===== config.mk =====
export PLATFORM = sky130hd
export DESIGN_NAME = mlbd_front
export DESIGN_NICKNAME = d
export VERILOG_FILES = /design/src/mlbd_pkg.sv /design/src/mlbd_front.sv
export SDC_FILE = /design/constraint.sdc
export NUM_CORES = 1
export LEC_CHECK = 0
export BUFFER_PORTS_ARGS = -buffer_cell sky130_fd_sc_hd__buf_4
export CAP_MARGIN = 20
export CORE_MARGIN = 2
export CORE_UTILIZATION = 55
export CTS_BUF_LIST = sky130_fd_sc_hd__clkbuf_8 sky130_fd_sc_hd__clkbuf_16
export DETAILED_ROUTE_END_ITERATION = 7
export MAX_ROUTING_LAYER = met4
export PLACE_DENSITY = 0.78
export SETUP_SLACK_MARGIN = 0.4
export SLEW_MARGIN = 20
export SYNTH_ARGS = -nofsm -noshare
export SYNTH_HDL_FRONTEND = slang
export SYNTH_SLANG_ARGS = --single-unit

===== constraint.sdc =====
create_clock -name clock -period 6.25 [get_ports clock]
set_input_delay 1.25 -clock clock [delete_from_list [all_inputs] [get_ports clock]]
set_output_delay 1.25 -clock clock [all_outputs]
set_load 0.01 [all_outputs]

===== src/mlbd_pkg.sv =====
// ----------------------------------------------------------------------------
// mlbd_pkg: shared types and constants of the mip level box downsampler
// Field widths, register indexes, request op codes and the queue entry type.
// ----------------------------------------------------------------------------
package mlbd_pkg;

   localparam int DEF_MAX_WIDTH  = 4096;
   localparam int DEF_MAX_HEIGHT = 4096;

   localparam int NUM_CH      = 4;
   localparam int CH_W        = 8;
   localparam int SUM_W       = 10;
   localparam int CFG_W       = 13;
   localparam int CFG_IDX_W   = 2;
   localparam int NCH_W       = 3;
   localparam int QUEUE_DEPTH = 4;

   localparam logic [CFG_IDX_W-1:0] REG_SRC_WIDTH     = 2'd0;
   localparam logic [CFG_IDX_W-1:0] REG_SRC_HEIGHT    = 2'd1;
   localparam logic [CFG_IDX_W-1:0] REG_CHANNEL_COUNT = 2'd2;

   localparam logic OP_LINE_WRITE = 1'b0;
   localparam logic OP_EMIT       = 1'b1;

   typedef logic [NUM_CH-1:0][CH_W-1:0]  pixel_type;
   typedef logic [NUM_CH-1:0][SUM_W-1:0] pair_sum_type;

   // one classified request, handed from the front end to the back end
   typedef struct packed {
      logic                op;
      pair_sum_type        hsum;
      logic                odd_col;
      logic                odd_row;
      logic                last;
      logic [NUM_CH-1:0]   ch_en;
   } op_entry_type;

   // line buffer address width for a given maximum source width
   function automatic int line_addr_w(input int max_width);
      int depth;
      depth = (max_width + 1) / 2;
      return (depth > 1) ? $clog2(depth) : 1;
   endfunction

endpackage


===== src/mlbd_front.sv =====
// ----------------------------------------------------------------------------
// mlbd_front: configuration registers, raster position and pair building
// Tracks column and row, adds horizontal pixel pairs and classifies each
// request as a line buffer write, a result, or nothing.
// ----------------------------------------------------------------------------
module mlbd_front import mlbd_pkg::*; #(
   parameter int MAX_WIDTH  = DEF_MAX_WIDTH,
   parameter int MAX_HEIGHT = DEF_MAX_HEIGHT,
   parameter int ADDR_W     = line_addr_w(DEF_MAX_WIDTH)
) (
   input  logic                  clock,
   input  logic                  reset,
   input  logic                  accept,
   input  pixel_type             req_px,
   input  logic                  csr_valid,
   input  logic [CFG_IDX_W-1:0]  csr_index,
   input  logic [CFG_W-1:0]      csr_wdata,
   output logic                  push,
   output op_entry_type          push_entry,
   output logic [ADDR_W-1:0]     push_addr
);

   localparam int WW = $clog2(MAX_WIDTH + 1);
   localparam int HW = $clog2(MAX_HEIGHT + 1);
   localparam int CW = $clog2(MAX_WIDTH);
   localparam int RW = $clog2(MAX_HEIGHT);

   logic [WW-1:0]    width_ff, width_in;
   logic [HW-1:0]    height_ff, height_in;
   logic [NCH_W-1:0] nch_ff, nch_in;
   logic [CW-1:0]    col_ff, col_in;
   logic [RW-1:0]    row_ff, row_in;
   pair_sum_type     hsum_ff, hsum_in;

   logic             restart;
   logic             odd_col, odd_row, last_col, last_row;
   logic [31:0]      wval, hval;
   logic [NUM_CH-1:0] ch_en;

   assign restart = csr_valid && (csr_index == REG_SRC_WIDTH ||
                                  csr_index == REG_SRC_HEIGHT ||
                                  csr_index == REG_CHANNEL_COUNT);

   // saturate written sizes to 1..MAX
   always_comb begin
      wval = 32'(csr_wdata);
      hval = 32'(csr_wdata);
      if (wval == 32'd0) begin
         width_in = WW'(1);
      end else if (wval > 32'(MAX_WIDTH)) begin
         width_in = WW'(MAX_WIDTH);
      end else begin
         width_in = WW'(wval);
      end
      if (hval == 32'd0) begin
         height_in = HW'(1);
      end else if (hval > 32'(MAX_HEIGHT)) begin
         height_in = HW'(MAX_HEIGHT);
      end else begin
         height_in = HW'(hval);
      end
      case (csr_wdata[NCH_W-1:0])
         3'd0:                 nch_in = 3'd1;
         3'd1, 3'd2, 3'd3, 3'd4: nch_in = csr_wdata[NCH_W-1:0];
         default:              nch_in = 3'd4;
      endcase
   end

   assign odd_col  = col_ff[0];
   assign odd_row  = row_ff[0];
   assign last_col = (WW'(col_ff) + WW'(1)) == width_ff;
   assign last_row = (HW'(row_ff) + HW'(1)) == height_ff;

   always_comb begin
      for (int c = 0; c < NUM_CH; c++) begin
         ch_en[c] = NCH_W'(c) < nch_ff;
         if (odd_col) begin
            hsum_in[c] = hsum_ff[c] + SUM_W'(req_px[c]);
         end else begin
            hsum_in[c] = SUM_W'(req_px[c]);
         end
      end
   end

   always_comb begin
      if (last_col) begin
         col_in = '0;
         row_in = last_row ? '0 : row_ff + RW'(1);
      end else begin
         col_in = col_ff + CW'(1);
         row_in = row_ff;
      end
   end

   // a pair closes on an odd column or at the right edge
   assign push               = accept && (odd_col || last_col);
   assign push_addr          = ADDR_W'(col_ff >> 1);
   assign push_entry.op      = (!odd_row && !last_row) ? OP_LINE_WRITE : OP_EMIT;
   assign push_entry.hsum    = hsum_in;
   assign push_entry.odd_col = odd_col;
   assign push_entry.odd_row = odd_row;
   assign push_entry.last    = last_col && last_row;
   assign push_entry.ch_en   = ch_en;

   always_ff @(posedge clock) begin
      if (reset) begin
         width_ff  <= WW'(1);
         height_ff <= HW'(1);
         nch_ff    <= 3'd3;
         col_ff    <= '0;
         row_ff    <= '0;
         hsum_ff   <= '0;
      end else begin
         if (csr_valid) begin
            case (csr_index)
               REG_SRC_WIDTH:     width_ff  <= width_in;
               REG_SRC_HEIGHT:    height_ff <= height_in;
               REG_CHANNEL_COUNT: nch_ff    <= nch_in;
               default:           ;
            endcase
         end
         if (restart) begin
            col_ff  <= '0;
            row_ff  <= '0;
            hsum_ff <= '0;
         end else if (accept) begin
            col_ff  <= col_in;
            row_ff  <= row_in;
            hsum_ff <= hsum_in;
         end
      end
   end

endmodule


After elaboration in Yosys (flattened, before gate mapping). Cells that the tools add are included.

Add/sub/neg operators: 8. Order comparisons: 5. Eq/ne operators: 8. Muxes and demuxes: 10. Reduce and logical (&&, ||, !) cells: 18.

Operators by type and width (count): 10-bit by 8-bit adder with 10-bit output (4); 10-bit 2-to-1 mux (4); 12-bit by 1-bit adder with 13-bit output (second input constant) (2); 13-bit == test (2); 13-bit 2-to-1 mux (2); 12-bit by 1-bit adder with 12-bit output (second input constant) (2); 12-bit 2-to-1 mux (2); 13-bit greater-than comparator (second input constant) (1); 13-bit logical NOT (1); 2-bit AND reduction (4); 3-bit by 2-bit == test with 1-bit output (second input constant) (2); 1-bit by 3-bit < comparator with 1-bit output (first input constant) (2); 2-bit by 3-bit < comparator with 1-bit output (first input constant) (2); 3-bit one-hot mux with 2 select lines (1); 1-bit logical AND (4); 4-bit OR reduction (1); 3-bit by 1-bit == test with 1-bit output (second input constant) (1); 3-bit == test (second input constant) (1); 3-bit logical NOT (1); 1-bit logical OR (3); 2-bit by 1-bit == test with 1-bit output (second input constant) (1); 2-bit == test (second input constant) (1); 1-bit logical NOT (2); 2-bit logical NOT (1); other kinds (2) (2).

Bits in registers: 93. Input bits: 51. Output and inout bits: 60. Logic and storage cells: 58.

Longest topological paths before layout. Gate-level depths: netlist of run 1.

Word-level depth: 5. Gate-level depth with buffers: 10.

Worst setup path before layout of run 1. No wires, ideal clock.

Kind: input -> output. From: in req_px[16] in the netlist's numbering. To: out push_entry[35] in the netlist's numbering. Arrival time: 3125 ps. Slack: 1875 ps. Cell stages on the path: 9. Buffers on the path: 0. Cell sequence: ha_1 fa_1 a21o_1 a21oi_1 o21bai_1 a2111oi_0 nor3_1 xnor2_1 nor2_1.

RTL lines: start: declaration (line mlbd_front.sv:14) `input pixel_type req_px,`; end: declaration (line mlbd_front.sv:19) `output op_entry_type push_entry,`.

==> flow_metrics.py, run 1 <==
metrics = {
    "clock_network": {
        "clkTransAtPathRegs_ns": 0.06,
        "root_buffer": "clkbuf_16",
        "clock-sinks": 93,
        "postCtsSetupRepairBufs": 0,
        "htree_levels": 3,
        "cts-hold-fix-buffers": 0,
        "clock_latency_ns": 0.35,
        "cts_buffers": 9,
        "cts_tree": "yes",
        "cts_buffer_depth": 2,
        "post_cts_resized": 0,
    },
    "floorplan": {
        "num_io_pins": 111,
        "die_y_um": 113,
        "initial_core_util_pct": 56.7,
        "core_um2": 11500,
        "die_x_um": 113,
        "fp.dieArea_um2": 12800,
        "placementRows": 39,
    },
    "sta": {
        "slew_violations": 0,
        "fin_crit_sh_pct": 76.1,
        "slew_headroom_pct": 54.5,
        "fin_crit_ns": 4.76,
        "finalSetupTns_ns": 0,
        "tightest_slew_ns": 0.679,
        "max_freq_mhz": 210,
        "hold_viol": 0,
        "rsz0062_at_grt": "false",
        "finalSetupViolations": 0,
        "skew_ns": 0.00555,
    },
    "yosys": {
        "synth_edf_count": 0,
        "synthCells": 800,
        "synth_area_um2": 6530,
        "synth_ff_type": "dfxtp_1",
        "synth-seq-area-share_pct": 28.5,
        "yosys_warnings": 0,
        "synthArstFlopShare_pct": 0,
        "synth.avg_cell_area_um2": 8.16,
        "ys_seq_elements": 93,
        "synth_nets": 889,
        "synth.distinct_cells": 70,
    },
    "layout": {
        "layout.cells.non_filler": 1023,
        "n_antenna_cell": 0,
        "syn_to_final_growth_pct": 17.2,
        "final_util_pct": 66.4,
        "layout_common_cells": "115 x buf_4, 92 x dfxtp_1, 85 x nand2_1, 73 x nor2_1, 55 x a21oi_1",
        "final_common_cell": "buf_4",
        "drive_gt1_share_pct": 21.5,
        "seqCellArea_um2": 1860,
        "nets": 964,
        "num-fill-cells": 979,
        "multi_input_area_um2": 4400,
    },
    "power_and_ir_drop": {
        "p_leak_nw": 3.20,
        "power_density_nw_per_um2": 201,
        "ir_drop_mv": 0.126,
    },
    "worst_setup_path": {
        "critPathRequiredTime_ns": 5.00,
        "worstSetupEndpointType": "output pin",
        "cp-start-kind": "input pin",
        "crit_arrival_ns": 3.51,
        "cp_max_fo": 2,
        "timing_worst_setup_path_type": "in -> out",
    },
    "outcome": {
        "violations": "design-rule violations",
        "status": "finished with violations",
    },
    "routing": {
        "drt_iter0_drc": 420,
        "drc": 8,
        "vias_per_cell": 6.06,
        "vias": 6195,
        "routed_wl_um": 16700,
        "antenna_left": 0,
        "routedWlPerCell_um": 16.3,
        "dr.pass1.iters": 7,
    },
    "placed_design": {
        "hpwl_um": 11800,
        "post-place-cells": 1007,
        "gp_congestion": 0.898,
        "port_buffers": 110,
    },
    "global_routing": {
        "grt_pass1_vias": 5953,
        "grt_overflow": 0,
        "grt_first_pass_wirelength_um": 27700,
        "grt_use_total_pct": 27.0,
        "antenna_found_initial": 0,
        "grt_max_degree": 52,
    },
    "hold_path": {
        "hp-class": "reg -> reg",
    },
    "flow_run": {
        "maxCapViolCount": 0,
    },
}
logic make-up after synthesis:
| group | share of synthesized area [%] |
|---|---|
| adders and majority gates | 7.74 |
| buffers and inverters | 4.39 |
| muxes | 7.61 |
| AOI/OAI and AO/OA | 18.1 |
| DFF | 28.5 |
| xor gates and xnor gates | 8.74 |
| and+or+nand+nor | 24.9 |
state kept, by name, summed over array words and instances (netlist names):
| name | count |
|---|---|
| hsum_ff | 40 |
| height_ff | 13 |
| width_ff | 13 |
| col_ff | 12 |
| row_ff | 12 |
| nch_ff | 3 |
synth_stat cells (all sizes together), types with 5 or more instances:
cell	n	share of area, %
a2111oi	5	1.2
a21o	10	1.1
a21oi	56	4.3
a22o	9	1.2
a31o	9	1.2
a31oi	11	1.1
and2	6	0.61
and3	19	1.8
buf	17	1.6
clkbuf	34	2.0
dfxtp	93	29
ha	34	6.5
inv	14	0.80
mux2	29	5.0
mux2i	17	2.6
nand2	85	4.9
nand3	36	2.8
nand4	10	1.1
nor2	73	4.2
nor2b	15	1.4
nor3	30	2.3
nor3b	5	0.57
nor4	15	1.7
o21ai	24	1.8
o21ba	8	1.2
o21bai	9	1.0
or2	8	0.77
or3	5	0.48
xnor2	45	6.0
xor2	15	2.0
through the flow:
step	area, um^2	hold WS, ns	power (mW)	setup WS, ns
2_1_floorplan	6530	0.445	0.882	1.88
3_3_place_gp	7350	0.463	0.991	1.53
3_5_place_dp	7350	0.464	1.00	1.49
4_1_cts	7640	0.472	1.54	1.48
5_1_grt	7650	0.495	1.61	1.29
6_report	7650	0.471	1.54	1.49
critical path, stage by stage:
cell       delay [ns]
buf_4            0.11
ha_1             0.22
fa_1             0.42
a21o_1           0.17
a21oi_1          0.21
o21bai_1         0.10
a2111oi_0        0.41
nor3_1           0.18
xnor2_1          0.15
nor2_1           0.13
buf_4            0.15
power by group:
part	leakage [nW]	switching (mW)	internal, mW
clock network	0.143	0.238	0.308
registers	0.756	0.0134	0.611
logic	2.30	0.197	0.174
layer usage:
metal,track usage [%],routed length (um),vias up
li1,-,-,3027
met1,33.9,7420,2956
met2,44.7,8150,179
met3,3.27,740,33
met4,10.3,367,0
met5,-,0,-
final cells by class:
type	instances	share of cell area, %
Sequential cell	93	24.3
Tap cell	143	2.34
Inverter	15	0.736
Clock buffer	9	2.94
Multi-Input combinational cell	641	57.5
Clock inverter	7	0.883
Timing Repair Buffer	115	11.3
worst paths after layout:
| check | from | slack [ns] | cells after the start | to |
|---|---|---|---|---|
| setup / recovery | req_px[16] | 1.49 | 11 | push_entry[35] |
| hold / removal | width_ff[10]$_SDFFE_PP0P_ | 0.47 | 2 | width_ff[10]$_SDFFE_PP0P_ |
| setup reg to reg | col_ff[0]$_SDFFE_PP0P_ | 2.75 | 9 | row_ff[7]$_SDFFE_PP0P_ |
| hold reg to reg | width_ff[10]$_SDFFE_PP0P_ | 0.47 | 2 | width_ff[10]$_SDFFE_PP0P_ |
Power figures use the tool's default switching activity.
==> run 2: changes to the inputs <==
==> constraint.sdc (replaced) <==
create_clock -name clock -period 4.77 [get_ports clock]
set_input_delay 0.954 -clock clock [delete_from_list [all_inputs] [get_ports clock]]
set_output_delay 0.954 -clock clock [all_outputs]
set_load 0.01 [all_outputs]
==> flow_metrics.py, run 2 (same netlist as run 1, synthesis figures left out) <==
metrics = {
    "worst_setup_path": {
        "r2r_start": "col_ff[1]$_SDFFE_PP0P_",
        "timing_worst_setup_path_type": "in -> out",
        "crit_arrival_ns": 3.20,
        "cp-start-kind": "input pin",
        "cp_common_cell": "buf_4",
        "worstSetupEndpointType": "output pin",
        "rrSetupSlack_ns": 1.58,
        "critPathSlowestCell": "fa_1",
        "slowest_delay_ns": 0.42,
        "crit-reg2reg-capture": "row_ff[2]$_SDFFE_PP0P_",
        "cp_max_fo": 2,
        "critPathRequiredTime_ns": 3.82,
        "reg2reg_depth": 8,
        "crit_path_cell_trace": "buf_4, ha_1, fa_1, a21o_1, a21oi_2, o21bai_1, a2111oi_0, nor3_1, xnor2_1, nor2_1, buf_4",
    },
    "placed_design": {
        "dp_slack_ns": 0.609,
        "hpwl_um": 11600,
        "port_buffers": 110,
        "gp_congestion": 0.950,
        "placed_area_um2": 7350,
        "post-place-cells": 1007,
    },
    "power_and_ir_drop": {
        "pwr-share-comb_pct": 24.4,
        "power_density_nw_per_um2": 263,
        "p_leak_nw": 3.23,
        "total_power_mw": 2.02,
        "p_seq_share_pct": 40.4,
        "switching_power_uw": 574,
        "swShare_pct": 28.4,
        "ir_drop_mv": 0.143,
        "p_int_mw": 1.45,
        "power_frac_clock_pct": 35.2,
    },
    "clock_network": {
        "htree_levels": 3,
        "cts_buffer_depth": 2,
        "cts_buffers": 9,
        "clkTransAtPathRegs_ns": 0.06,
        "cts-hold-fix-buffers": 0,
        "root_buffer": "clkbuf_16",
        "clock_latency_ns": 0.34,
        "cts_tree": "yes",
        "clock-sinks": 93,
    },
    "hold_path": {
        "min_path_cells": 2,
        "hold_start": "height_ff[4]$_SDFFE_PP0P_",
        "hold_path_end": "height_ff[4]$_SDFFE_PP0P_",
        "hp-class": "reg -> reg",
    },
    "floorplan": {
        "fp.dieArea_um2": 12800,
        "placementRows": 39,
        "num_io_pins": 111,
        "core_um2": 11500,
        "initial_core_util_pct": 56.7,
        "die_x_um": 113,
        "die_y_um": 113,
    },
    "layout": {
        "multi_input_area_um2": 4400,
        "largest_reg_flops": 40,
        "final_util_pct": 66.6,
        "final_common_cell": "buf_4",
        "nets": 967,
        "layout_common_cells": "118 x buf_4, 92 x dfxtp_1, 85 x nand2_1, 73 x nor2_1, 54 x a21oi_1",
        "largest-register": "hsum_ff",
        "top_regs": "hsum_ff (40), height_ff (13), width_ff (13)",
        "n_antenna_cell": 0,
        "seqCellArea_um2": 1860,
        "layout.cells.non_filler": 1026,
        "drive_gt1_share_pct": 21.4,
        "num-fill-cells": 934,
        "finish.instance_area_um2": 7670,
        "syn_to_final_growth_pct": 17.5,
    },
    "outcome": {
        "status": "finished with violations",
        "violations": "design-rule violations",
    },
    "sta": {
        "fin_crit_sh_pct": 87.1,
        "slew_headroom_pct": 55.0,
        "fin_crit_ns": 4.15,
        "finalSetupViolations": 0,
        "hold_viol": 0,
        "tightest_slew_ns": 0.671,
        "fin_ws_ns": 0.618,
        "skew_ns": 0.00449,
        "slew_violations": 0,
        "rsz0062_at_grt": "false",
        "hold_ws_ns": 0.472,
        "finalSetupTns_ns": 0,
        "max_freq_mhz": 241,
    },
    "routing": {
        "drc": 8,
        "vias_per_cell": 5.96,
        "vias": 6112,
        "antenna_left": 0,
        "dr.pass1.iters": 7,
        "routedWlPerCell_um": 15.9,
        "routed_wl_um": 16400,
        "drt_iter0_drc": 418,
    },
    "global_routing": {
        "grt_pass1_vias": 6011,
        "grt_first_pass_wirelength_um": 27700,
        "antenna_found_initial": 0,
        "grt_use_total_pct": 26.7,
        "grt_max_degree": 51,
        "grt_overflow": 0,
    },
    "flow_run": {
        "maxCapViolCount": 0,
    },
}
## run 2: cell count changes in the layout (fill, tap and decap cells not counted)
cell        change
inv_1           +4
buf_4           +3
clkinv_2        -2
clkinvlp_4      -2
a21oi_1         -1
a21oi_2         +1
clkbuf_8        +1
clkinv_4        -1
## run 2: critical path: cells and delay by family
family	cells	cell delay (ns)
AND/OR/NAND/NOR	2	0.30
XOR/XNOR	1	0.16
AO/OA/AOI/OAI	4	0.89
adder cells (fa/ha/maj)	2	0.64
buffers and inverters	2	0.26
## run 2: what timing repair did
item                                    in CTS  in global routing
resized for setup                            0                  1
buffers inserted                             0                  3
endpoints found under the setup margin       0                  2
## run 2: layout make-up
type / instances / share of cell area (%)
timing repair buffer: 118 / 11.5
clock inverter: 6 / 0.636
tap: 143 / 2.33
clock buffer: 10 / 3.11
multi-input combinational: 641 / 57.4
inverter: 15 / 0.734
sequential: 93 / 24.3
## run 2: per-layer routing
metal / share of wire (%) / vias to the layer above / global-route usage [%] / wire [um]
met5: 0 / - / - / 0
met3: 4.8 / 19 / 4.18 / 788
met2: 48 / 152 / 43.3 / 7830
met4: 1.1 / 0 / 8.70 / 173
li1: - / 3035 / - / -
met1: 46 / 2906 / 34.4 / 7560
## run 2: power groups by stage
stage / Clock [mW] / Combinational (mW) / Sequential [mW]
final: 0.711 / 0.493 / 0.818
after global routing: 0.755 / 0.540 / 0.821
after CTS: 0.722 / 0.480 / 0.817
after detailed placement: 0 / 0.477 / 0.835
after global placement: 0 / 0.463 / 0.834
after floorplan: 0 / 0.325 / 0.831
## run 2: how the worst max path moves through the flow
stage | start | end | slack [ns] | depth (start not counted)
2_1_floorplan | req_px[16] | push_entry[35] | 0.99 | 9
3_3_place_gp | req_px[0] | push_entry[15] | 0.64 | 11
3_5_place_dp | req_px[0] | push_entry[15] | 0.61 | 11
4_1_cts | req_px[0] | push_entry[15] | 0.54 | 11
5_1_grt | req_px[16] | push_entry[35] | 0.43 | 11
6_report | req_px[0] | push_entry[15] | 0.62 | 11
