### src/mlbd_pkg.sv
// ----------------------------------------------------------------------------
// mlbd_pkg: shared types and constants of the mip level box downsampler
// Field widths, register indexes, request op codes and the queue entry type.
// ----------------------------------------------------------------------------
package mlbd_pkg;

   localparam int DEF_MAX_WIDTH  = 4096;
   localparam int DEF_MAX_HEIGHT = 4096;

   localparam int NUM_CH      = 4;
   localparam int CH_W        = 8;
   localparam int SUM_W       = 10;
   localparam int CFG_W       = 13;
   localparam int CFG_IDX_W   = 2;
   localparam int NCH_W       = 3;
   localparam int QUEUE_DEPTH = 4;

   localparam logic [CFG_IDX_W-1:0] REG_SRC_WIDTH     = 2'd0;
   localparam logic [CFG_IDX_W-1:0] REG_SRC_HEIGHT    = 2'd1;
   localparam logic [CFG_IDX_W-1:0] REG_CHANNEL_COUNT = 2'd2;

   localparam logic OP_LINE_WRITE = 1'b0;
   localparam logic OP_EMIT       = 1'b1;

   typedef logic [NUM_CH-1:0][CH_W-1:0]  pixel_type;
   typedef logic [NUM_CH-1:0][SUM_W-1:0] pair_sum_type;

   // one classified request, handed from the front end to the back end
   typedef struct packed {
      logic                op;
      pair_sum_type        hsum;
      logic                odd_col;
      logic                odd_row;
      logic                last;
      logic [NUM_CH-1:0]   ch_en;
   } op_entry_type;

   // line buffer address width for a given maximum source width
   function automatic int line_addr_w(input int max_width);
      int depth;
      depth = (max_width + 1) / 2;
      return (depth > 1) ? $clog2(depth) : 1;
   endfunction

endpackage

### src/mlbd_queue.sv
// ----------------------------------------------------------------------------
// mlbd_queue: short request queue between front end and back end
// Register-based FIFO; lets either side stall on its own.
// ----------------------------------------------------------------------------
module mlbd_queue import mlbd_pkg::*; #(
   parameter int DATA_W = 8,
   parameter int DEPTH  = QUEUE_DEPTH
) (
   input  logic              clock,
   input  logic              reset,
   input  logic              push,
   input  logic [DATA_W-1:0] push_data,
   input  logic              pop,
   output logic [DATA_W-1:0] head,
   output logic              empty,
   output logic              full
);

   localparam int PW = (DEPTH > 1) ? $clog2(DEPTH) : 1;

   logic [DATA_W-1:0] slot_ff [DEPTH];
   logic [PW-1:0]     wr_ptr_ff, rd_ptr_ff;
   logic [PW:0]       count_ff, count_in;

   assign empty = count_ff == '0;
   assign full  = count_ff == (PW+1)'(DEPTH);
   assign head  = slot_ff[rd_ptr_ff];

   always_comb begin
      count_in = count_ff;
      if (push && !pop) begin
         count_in = count_ff + (PW+1)'(1);
      end else if (pop && !push) begin
         count_in = count_ff - (PW+1)'(1);
      end
   end

   always_ff @(posedge clock) begin
      if (push) begin
         slot_ff[wr_ptr_ff] <= push_data;
      end
   end

   always_ff @(posedge clock) begin
      if (reset) begin
         wr_ptr_ff <= '0;
         rd_ptr_ff <= '0;
         count_ff  <= '0;
      end else begin
         if (push) begin
            wr_ptr_ff <= (wr_ptr_ff == PW'(DEPTH - 1)) ? '0 : wr_ptr_ff + PW'(1);
         end
         if (pop) begin
            rd_ptr_ff <= (rd_ptr_ff == PW'(DEPTH - 1)) ? '0 : rd_ptr_ff + PW'(1);
         end
         count_ff <= count_in;
      end
   end

`ifndef SYNTHESIS
   a_no_push_full: assert property (@(posedge clock) disable iff (reset)
      full |-> !push)
      else $error("request pushed into full queue");
   a_no_pop_empty: assert property (@(posedge clock) disable iff (reset)
      empty |-> !pop)
      else $error("request popped from empty queue");
`endif

endmodule

### config.mk
export PLATFORM = sky130hd
export DESIGN_NAME = mlbd_queue
export DESIGN_NICKNAME = d
export VERILOG_FILES = /design/src/mlbd_pkg.sv /design/src/mlbd_queue.sv
export SDC_FILE = /design/constraint.sdc
export NUM_CORES = 1
export LEC_CHECK = 0
export BUFFER_PORTS_ARGS = -buffer_cell sky130_fd_sc_hd__clkbuf_2
export CORE_AREA = 2 2 56 58
export DETAILED_ROUTE_END_ITERATION = 10
export DIE_AREA = 0 0 58 60
export GPL_ROUTABILITY_DRIVEN = 0
export HOLD_SLACK_MARGIN = 0.12
export PLACE_DENSITY = 0.82
export SETUP_SLACK_MARGIN = 0.15
export SLEW_MARGIN = 20
export SYNTH_ARGS = -nofsm -noshare
export SYNTH_HDL_FRONTEND = slang
export SYNTH_SLANG_ARGS = --single-unit
### constraint.sdc
create_clock -name clock -period 3.68 [get_ports clock]
set_input_delay 0.184 -clock clock [delete_from_list [all_inputs] [get_ports clock]]
set_output_delay 0.184 -clock clock [all_outputs]
set_load 0.02 [all_outputs]
# After elaboration in Yosys (flattened, before gate mapping)
# Memories as Yosys holds them, arrays and structs flattened. A register that Yosys moved wholly into a read port is not among the register bits.
# Cells that the tools add are included.
[op_classes] add_sub_neg=4 n_eq_ne=3 n_mux=8 reduce_logical=6
[ops] op="2-bit two-way mux" count=4
[ops] op="3-bit two-way mux" count=2
[ops] op="2-bit by 1-bit adder with 2-bit output, second input constant" count=2
[ops] op="2-bit equality test, second input constant" count=2
[ops] op="3-bit by 1-bit adder with 3-bit output, second input constant" count=1
[ops] op="3-bit equality test, second input constant" count=1
[ops] op="3-bit zero test" count=1
[ops] op="3-bit by 1-bit subtractor with 3-bit output, second input constant" count=1
[ops] op="1-bit logical AND" count=2
[ops] op="1-bit zero test" count=2
[ops] op="1-bit two-way mux" count=2
[ops] op="2-bit nonzero test" count=1
[word_totals] ff_bits=7 mem_bits_rw=32 input_bits=12 n_memories=1
[mem_list] name="slot_ff" words=4 width=8 rd=1 rd_ports_with_merged_regs=1 wr=1 line="mlbd_queue.sv:21" source="logic [DATA_W-1:0] slot_ff [DEPTH];"

# Logic depth before layout (Yosys ltp)
# Gate-level depths: netlist of run 1.
[depth] word_depth=4 ltp_mapped=7 mapped_depth_nobuf=7

# Worst setup path before layout of run 1
# OpenSTA, ideal clock, no wires.
[synth_timing] path_kind="in2reg" start="input port pop" end="register count_ff[2]" setup_time_ps=70 arrival_ps=1376 slack_ps=2234 stages=7 n_path_buf=0 path_cell_list="inv_1 -> ha_1 -> inv_1 -> fa_1 -> xor2_1 -> or3_1 -> a21oi_1"
[synth_via] elab_chain_cells=3
[synth_rtl] item="start: declaration" line="mlbd_queue.sv:13" source="input logic pop,"
[synth_rtl] item="1-bit zero test" line="mlbd_queue.sv:31" source="if (push && !pop) begin"
[synth_rtl] item="1-bit logical AND" line="mlbd_queue.sv:31"
[synth_rtl] item="3-bit two-way mux or 2-bit nonzero test (tied branches)"
[synth_rtl] item="end signal: assignment" line="mlbd_queue.sv:56" source="count_ff <= count_in;"
[synth_rtl] item="end: declaration" line="mlbd_queue.sv:23" source="logic [PW:0] count_ff, count_in;"
# Parallel ways exist; a longest one is shown, timed or not.
# A chain may end at the register's enable or synchronous reset.

==> flow_metrics.tcl, run 1 <==
set metrics [dict create \
    status "complete, no violations" \
    cts_setup_buffers 0 \
    drtIter0Drc 12 \
    critPathCaptureType "primary output" \
    holdBufCountCts 9 \
    cts_tree "done" \
    vdd_drop_max_v 0.000319 \
    seq_area_um2 1140 \
    cts-htree-levels 2 \
    rr_worst_depth 4 \
    rsz0062_at_grt "no" \
    grt.overflow.total 0 \
    yosys.area.top_type "edfxtp_1" \
    die-area_um2 3480 \
    final.setup.worst_slack_ns 1.72 \
    worst_pin_slew_ns 0.551 \
    portBuffers 21 \
    hold_violations 0 \
    avgSynthCellArea_um2 18.6 \
    viasPerCell 5.34 \
    synthCells 86 \
    wire_per_inst_um 15.2 \
    fin_skew_ns 0.00592 \
    setup_viol 0 \
    preCtsSetupSlack_ns 2.00 \
    crit_required_ns 3.50 \
    holdPathStages 3 \
    routed_wl_mm 2.35 \
    grt_antenna_before_repair 0 \
    drv_slew 0 \
    crit_type "flip-flop to primary output" \
    antenna_cells 0 \
    initial_utilization_pct 55.0 \
    clock_latency_ns 0.35 \
    die_h_um 60 \
    grt_pass1_wl_mm 3.86 \
    yosysWarnings 0 \
    synthTopCellsByArea "edfxtp_1, dfxtp_1, mux4_2" \
    grtUsageTotal_pct 16.4 \
    critPathLaunchType "flip-flop" \
    drive_gt1_share_pct 29.5 \
    grt_pass1_vias 910 \
    hpwl_mm 1.70 \
    cts_buffers 5 \
    yosysSeqAreaShare_pct 71.4 \
    drtAntennaViolNets 0 \
    cts_resized 0 \
    synth_nets 105 \
    finalNetCount 140 \
    syn_area_um2 1600 \
    worstPathMaxFanout 8 \
    num_vias 827 \
    ioPinCount 22 \
    maxSlewHeadroom_pct 63.2 \
    yosysTopAreaCellShare_pct 60.1 \
    cp.arrival_ns 1.78 \
    yosysUniqueCellTypes 17 \
    clk_pin_slew_ns 0.11 \
    cts.sinks 41 \
    grt_max_degree 13 \
    syn_to_final_growth_pct 17.0 \
    synth_seq_cells 41 \
    hold_path.class "primary input to flip-flop" \
    fin_crit_ns 1.96 \
    die_x_um 58 \
    fin_crit_sh_pct 53.3 \
    max_clock_freq_mhz 510 \
    drc 0 \
    power.density_nw_per_um2 469 \
    multi_input_area_um2 425 \
    fillers 224 \
    tns_ns 0 \
    drv_cap 0 \
    std_cell_rows 20 \
    clk_path_buf_depth 2 \
    power.leakage_nw 0.707 \
    coreArea_um2 2900 \
    cts-root-buf "clkbuf_4" \
    drt_first_pass_iters 4 \
]
[path summary, 6_finish.rpt]
kind / start / endpoint / slack [ns]
worst max-delay path: flip-flop / head[6] / 1.72
worst min-delay path: pop / rd_ptr_ff[1] / 0.18
worst max register to register: count_ff[0] / count_ff[2] / 2.19
worst min register to register: count_ff[2] / count_ff[2] / 0.53
[state kept, by name, indices dropped and copies added, names as in the netlist, named ones only]
| name | cells |
|---|---|
| slot_ff | 32 |
| count_ff | 3 |
| rd_ptr_ff | 2 |
| wr_ptr_ff | 2 |
[through the flow]
| stage | util (%) | instances | area, µm² | hold slack [ns] | power (mW) |
|---|---|---|---|---|---|
| 6_report | 64.4 | 155 | 1870 | 0.177 | 0.876 |
| 5_1_grt | 64.4 | 155 | 1870 | 0.177 | 0.915 |
| 4_1_cts | 64.4 | 155 | 1870 | 0.157 | 0.887 |
| 3_5_place_dp | 59.5 | 138 | 1730 | 0.407 | 0.673 |
| 3_3_place_gp | 59.5 | 138 | 1730 | 0.398 | 0.666 |
| 2_1_floorplan | - | 86 | 1600 | 0.253 | 0.633 |
[cell usage in the layout, fill, tap and decap left out]
cell type / n
nor3_1: 1
and2_1: 4
clkbuf_4: 5
o21ai_0: 1
ha_1: 6
dfxtp_1: 9
dlygate4sd3_1: 9
mux2i_1: 4
clkbuf_1: 1
nor3b_1: 2
or3_1: 1
mux4_2: 8
nor2_1: 7
a21oi_1: 2
edfxtp_1: 32
clkinv_2: 2
clkbuf_2: 21
inv_1: 4
xor2_1: 2
fa_1: 1
[cell families (layout without fill, tap and decap cells)]
| family | count (synthesis) | after routing | share of synthesized area, % |
|---|---|---|---|
| simple gates | 15 | 15 | 4.85 |
| compound gates | 3 | 3 | 0.939 |
| buf+inv | 6 | 42 | 1.96 |
| fa+ha+maj | 7 | 7 | 5.95 |
| xor+xnor | 2 | 2 | 1.10 |
| flops | 41 | 41 | 71.4 |
| mux | 12 | 12 | 13.8 |
[per-layer routing]
metal	vias up	wire [µm]	share of wire [%]	GRT usage [%]
met5	-	0	0	0
met3	6	113	4.8	7.14
met4	0	49	2.1	9.97
li1	394	-	-	-
met1	407	930	40	16.3
met2	20	1260	54	28.4
[synthesized netlist by cell type]
cell type / count
o21ai_0: 1
mux4_2: 8
nor3_1: 1
xor2_1: 2
clkbuf_2: 1
nor3b_1: 2
nor2_1: 7
ha_1: 6
inv_1: 4
dfxtp_1: 9
buf_6: 1
fa_1: 1
and2_1: 4
mux2i_1: 4
or3_1: 1
a21oi_1: 2
edfxtp_1: 32
[critical path, stage by stage (launching register included)]
cell	delay, ns
dfxtp_1	0.68
mux4_2	0.58
clkbuf_2	0.17
[where the power goes]
group	leakage [nW]	internal [mW]	switching (mW)
Combinational	0.307	0.0576	0.0646
Clock	0.0320	0.0728	0.135
Sequential	0.368	0.526	0.0196
Total	0.707	0.657	0.219
[layout make-up]
cell class,count,share of cell area (%)
Clock inverter,2,0.535
Sequential cell,41,61.0
Clock buffer,6,2.21
Timing Repair Buffer,30,10.4
Tap cell,33,2.21
Multi-Input combinational cell,39,22.8
Inverter,4,0.803
Note: power is estimated with default switching activity, not from simulation.
==> run 2, diff against run 1 <==
--- a/config.mk
+++ b/config.mk
@@ -5,13 +5,14 @@
 export SDC_FILE = /design/constraint.sdc
 export NUM_CORES = 1
 export LEC_CHECK = 0
+export ABC_AREA = 1
 export BUFFER_PORTS_ARGS = -buffer_cell sky130_fd_sc_hd__clkbuf_2
-export CORE_AREA = 2 2 56 58
+export CORE_AREA = 2 2 61 63
 export DETAILED_ROUTE_END_ITERATION = 10
-export DIE_AREA = 0 0 58 60
+export DIE_AREA = 0 0 63 65
 export GPL_ROUTABILITY_DRIVEN = 0
 export HOLD_SLACK_MARGIN = 0.12
-export PLACE_DENSITY = 0.82
+export PLACE_DENSITY = 0.75
 export SETUP_SLACK_MARGIN = 0.15
 export SLEW_MARGIN = 20
 export SYNTH_ARGS = -nofsm -noshare
==> constraint.sdc (replaced) <==
create_clock -name clock -period 1.6 [get_ports clock]
set_input_delay 0.08 -clock clock [delete_from_list [all_inputs] [get_ports clock]]
set_output_delay 0.08 -clock clock [all_outputs]
set_load 0.02 [all_outputs]
==> flow_metrics.tcl, run 2 <==
set metrics [dict create \
    yosys.cell_count.top_type "edfxtp_1" \
    critPathCaptureType "primary output" \
    wire_per_inst_um 13.4 \
    final_cell_mix "edfxtp_1, nor2_1, inv_1" \
    grt_pass1_vias 1161 \
    hold_violations 0 \
    p_total_mw 2.08 \
    avgSynthCellArea_um2 12.2 \
    cts.sinks 41 \
    synth-compound-area-share_pct 10.2 \
    yosysSeqAreaShare_pct 69.1 \
    die-area_um2 4100 \
    cp_slowest_cell "dfxtp_4" \
    synthTopCellsByArea "edfxtp_1, dfxtp_1, nor2_1" \
    synthCells 135 \
    rsz0062_at_grt "yes" \
    yosysWarnings 0 \
    clk_pin_slew_ns 0.11 \
    synth_top_family_by_area "compound AO/OA/AOI/OAI gates" \
    synthTopCellsByCount "edfxtp_1, nor2_1, inv_1, o21ai_0, dfxtp_1" \
    drc 0 \
    antenna_cells 0 \
    yosys.area.top_type "edfxtp_1" \
    fillers 298 \
    drive_gt1_share_pct 23.2 \
    yosys.area_share.simple_pct 9.47 \
    cts_buffers 5 \
    synth_mux_area_share_pct 0 \
    synth_nets 154 \
    clock_latency_ns 0.34 \
    synth_edf_count 32 \
    worst-r2r-setup-slack_ns 0.32 \
    fin_skew_ns 0.00561 \
    routed_wl_mm 3.02 \
    grt.overflow.total 0 \
    drtAntennaViolNets 0 \
    largest_register_ffs 32 \
    die_x_um 63 \
    cts-htree-levels 2 \
    coreArea_um2 3500 \
    maxSlewHeadroom_pct 74.8 \
    power.leakage_nw 0.825 \
    hold_path.class "primary input to flip-flop" \
    clk_path_buf_depth 2 \
    worstPathMaxFanout 8 \
    vdd_drop_max_v 0.000613 \
    tns_ns 0 \
    yosysUniqueCellTypes 19 \
    portBuffers 21 \
    grt_max_degree 17 \
    preCtsSetupSlack_ns 0.240 \
    viasPerCell 4.96 \
    status "complete, no violations" \
    die_h_um 65 \
    max_clock_freq_mhz 697 \
    drv_slew 0 \
    synthArstFlopShare_pct 0 \
    synth_seq_cells 41 \
    hpwl_mm 2.02 \
    drt_first_pass_iters 4 \
    final_core_utilization_pct 58.3 \
    syn_area_um2 1650 \
    initial_utilization_pct 47.2 \
    cts-root-buf "clkbuf_4" \
    critPathLaunchType "flip-flop" \
    synthXorXnorAreaFrac_pct 0.530 \
    crit_chain "buf_6, o21ai_1, o22ai_1, buf_4" \
    drtIter0Drc 45 \
    ioPinCount 22 \
    top_regs "slot_ff x32, count_ff x3" \
    syn_to_final_growth_pct 23.5 \
    seq_area_um2 1150 \
    drv_cap 0 \
    yosysTopAreaCellShare_pct 58.2 \
    setup_viol 0 \
    cp_slowest_stage_delay_ns 0.41 \
    grt_antenna_before_repair 0 \
    layout_commonest_cell "edfxtp_1" \
    grt_pass1_wl_mm 5.02 \
    num_vias 1115 \
    multi_input_area_um2 442 \
    worst_pin_slew_ns 0.377 \
    regMostFlops "slot_ff" \
    power.density_nw_per_um2 1020 \
    fin_crit_ns 1.43 \
    synthAdderAreaFrac_pct 5.76 \
    crit_type "flip-flop to primary output" \
    std_cell_rows 22 \
    cts_tree "done" \
    synth_flop_cell "edfxtp_1" \
    fin_crit_sh_pct 89.7 \
    finalNetCount 195 \
    cp.arrival_ns 1.35 \
    crit_required_ns 1.52 \
    final.setup.worst_slack_ns 0.166 \
    grtUsageTotal_pct 16.4 \
]
-- run 2: cell count changes in the layout (fill, tap and decap cells not counted), sizes merged, moves of 3 or more --
cell         change
inv             +12
dlygate4sd3      +3
o21ai           +18
mux2i            -4
nor3             +3
clkbuf           -8
nand2            +8
and2             -4
o22ai            +8
mux4             -8
buf             +11
nor2            +17
-- run 2: stage by stage --
step,hold slack (ns),area (µm²),std cells
floorplan,0.152,1650,135
global placement,0.294,1800,203
detailed placement,0.300,1800,203
CTS,0.131,2010,225
global route,0.147,2040,225
finish,0.137,2040,225
-- run 2: layout make-up --
class                   count  share of cell area, %
well taps                  48                   2.94
flip-flops and latches     41                   56.3
clock buffers               6                   2.02
repair buffers             36                   13.3
inverters                  16                   3.31
clock inverters             2                  0.491
multi-input cells          76                   21.7
-- run 2: final timing paths --
kind / cells past startpoint / endpoint / from
setup reg to reg: 3 / slot_ff[3][4] / wr_ptr_ff[0]
setup / recovery: 4 / head[6] / flip-flop
hold / removal: 4 / flip-flop / pop
hold reg to reg: 2 / wr_ptr_ff[1] / wr_ptr_ff[1]
-- run 2: cell families (layout without fill, tap and decap cells) --
| group | Yosys count | in the layout |
|---|---|---|
| flip-flops | 41 | 41 |
| XOR/XNOR | 1 | 1 |
| AND/OR/NAND/NOR | 38 | 38 |
| adder cells (fa/ha/maj) | 7 | 7 |
| buffers and inverters | 18 | 60 |
| AO/OA/AOI/OAI | 30 | 30 |
-- run 2: report_power, final --
group          switching [mW]  total (mW)  internal, mW
Sequential             0.0414        1.25          1.21
Combinational           0.207       0.354         0.147
Clock                   0.310       0.478         0.167
Total                   0.559        2.08          1.52
-- run 2: critical path: cells and delay by family, from the launching register on --
kind	cells	cell delay, ns
compound gates	2	0.29
buf+inv	2	0.32
flops	1	0.41
-- run 2: repair_timing --
action                                  4_1_cts  5_1_grt
endpoints found under the setup margin        8        8
hold endpoints to repair                     41        0
cloned                                        0        0
buffers inserted                              2        0
resized for setup                            11       20
hold buffers                                 12        0
pin swaps                                     1        2
-- run 2: per-layer routing --
| layer | vias to the layer above | GRT usage [%] | wire length, µm |
|---|---|---|---|
| li1 | 555 | - | - |
| met1 | 529 | 17.7 | 1300 |
| met2 | 25 | 30.1 | 1560 |
| met3 | 6 | 5.21 | 113 |
| met4 | 0 | 5.83 | 51 |
| met5 | - | 0 | 0 |
==> run 3, diff against run 2 <==
--- a/config.mk
+++ b/config.mk
@@ -12,7 +12,7 @@
 export DIE_AREA = 0 0 63 65
 export GPL_ROUTABILITY_DRIVEN = 0
 export HOLD_SLACK_MARGIN = 0.12
-export PLACE_DENSITY = 0.75
+export PLACE_DENSITY = 0.77
 export SETUP_SLACK_MARGIN = 0.15
 export SLEW_MARGIN = 20
 export SYNTH_ARGS = -nofsm -noshare
==> flow_metrics.tcl, run 3 (synthesis gave the netlist of run 2 again) <==
set metrics [dict create \
    clk_path_buf_depth 2 \
    seq_area_um2 1150 \
    critPathLaunchType "flip-flop" \
    fillers 272 \
    cts-htree-levels 2 \
    num_vias 1119 \
    drv_cap 0 \
    grt_max_degree 17 \
    p_total_mw 2.24 \
    tns_ns 0 \
    coreArea_um2 3500 \
    initial_utilization_pct 47.2 \
    drc 0 \
    layout_commonest_cell "edfxtp_1" \
    syn_to_final_growth_pct 25.9 \
    hold_path.class "primary input to flip-flop" \
    clock_latency_ns 0.34 \
    clk_pin_slew_ns 0.12 \
    post_layout_nonfiller_instances 224 \
    top_regs "slot_ff x32, count_ff x3" \
    max_clock_freq_mhz 713 \
    vdd_drop_max_v 0.000615 \
    power.leakage_nw 0.837 \
    hpwl_mm 2.00 \
    grt_pass1_vias 1126 \
    grt_antenna_before_repair 0 \
    antenna_cells 0 \
    cts.sinks 41 \
    largest_register_ffs 32 \
    ioPinCount 22 \
    fin_skew_ns 0.0136 \
    routed_wl_mm 3.03 \
    viasPerCell 5.00 \
    die-area_um2 4100 \
    die_h_um 65 \
    maxSlewHeadroom_pct 75.7 \
    regMostFlops "slot_ff" \
    grt_pass1_wl_mm 4.82 \
    portBuffers 21 \
    drive_gt1_share_pct 24.4 \
    grt.overflow.total 0 \
    fin_crit_sh_pct 87.7 \
    rsz0062_at_grt "yes" \
    drv_slew 0 \
    wire_per_inst_um 13.5 \
    hold_violations 0 \
    crit_required_ns 1.52 \
    die_x_um 63 \
    drtIter0Drc 32 \
    final_cell_mix "edfxtp_1, nor2_1, inv_1" \
    fin_crit_ns 1.40 \
    dp_cells 203 \
    setup_viol 0 \
    cts-root-buf "clkbuf_4" \
    drtAntennaViolNets 0 \
    drt_first_pass_iters 4 \
    grtUsageTotal_pct 16.0 \
    std_cell_rows 22 \
    cts_buffers 5 \
    placed_area_um2 1800 \
    stdcell_area_um2 2080 \
    worstPathMaxFanout 6 \
    multi_input_area_um2 443 \
    finalNetCount 194 \
    cp.arrival_ns 1.32 \
    crit_type "flip-flop to primary output" \
    critPathCaptureType "primary output" \
    cts_tree "done" \
    power.density_nw_per_um2 1080 \
    worst_pin_slew_ns 0.364 \
    status "complete, no violations" \
]
## run 3: cell types whose count changed in the layout (fill, tap and decap cells not counted), moves of 2 or more
cell | previous run | this run
clkinv_2 | 2 | 0
o21ai_0 | 11 | 8
buf_6 | 2 | 0
o21ai_2 | 2 | 6
## run 3: where the power goes
part	switching [mW]	internal, mW	total [mW]
sequential	0.0445	1.21	1.25
combinational	0.202	0.150	0.352
clock	0.324	0.310	0.635
total	0.571	1.67	2.24
## run 3: layer usage
layer | global-route usage [%] | vias to the layer above | routed length (µm)
li1 | - | 554 | -
met1 | 16.7 | 523 | 1210
met2 | 29.0 | 36 | 1580
met3 | 5.56 | 6 | 187
met4 | 7.22 | 0 | 54
met5 | 0 | - | 0
## run 3: final timing paths
| path | startpoint | end | slack (ns) | cells past startpoint |
|---|---|---|---|---|
| worst max register to register | wr_ptr_ff[0] | slot_ff[3][7] | 0.31 | 3 |
| worst max-delay path | flip-flop | head[2] | 0.20 | 4 |
| worst min register to register | wr_ptr_ff[1] | wr_ptr_ff[1] | 0.54 | 2 |
| worst min-delay path | pop | flip-flop | 0.17 | 5 |
## run 3: final cells by class
| cell class | count | area share (%) |
|---|---|---|
| clock buffers | 7 | 3.67 |
| clock inverters | 1 | 0.301 |
| inverters | 16 | 3.25 |
| multi-input cells | 76 | 21.3 |
| flip-flops and latches | 41 | 55.2 |
| well taps | 48 | 2.89 |
| repair buffers | 35 | 13.4 |
## run 3: through the flow
stage	worst slack, ns	util [%]	hold WS [ns]
4_1_cts	0.142	58.8	0.142
2_1_floorplan	0.452	-	0.152
3_3_place_gp	0.338	51.5	0.296
6_report	0.197	59.5	0.166
3_5_place_dp	0.239	51.5	0.301
5_1_grt	0.125	59.5	0.210
## run 3: repair_timing
action	CTS	global route
hold endpoints to repair	41	0
gates resized for setup	16	20
pin swaps	3	6
setup endpoints to repair	8	8
hold buffers	12	0
setup buffers	1	0
## run 3: worst max-delay path: stages (launching register included)
cell and delay [ns]:
dfxtp_4 0.44, buf_12 0.13, o21ai_2 0.05, o22ai_1 0.19, buf_4 0.17
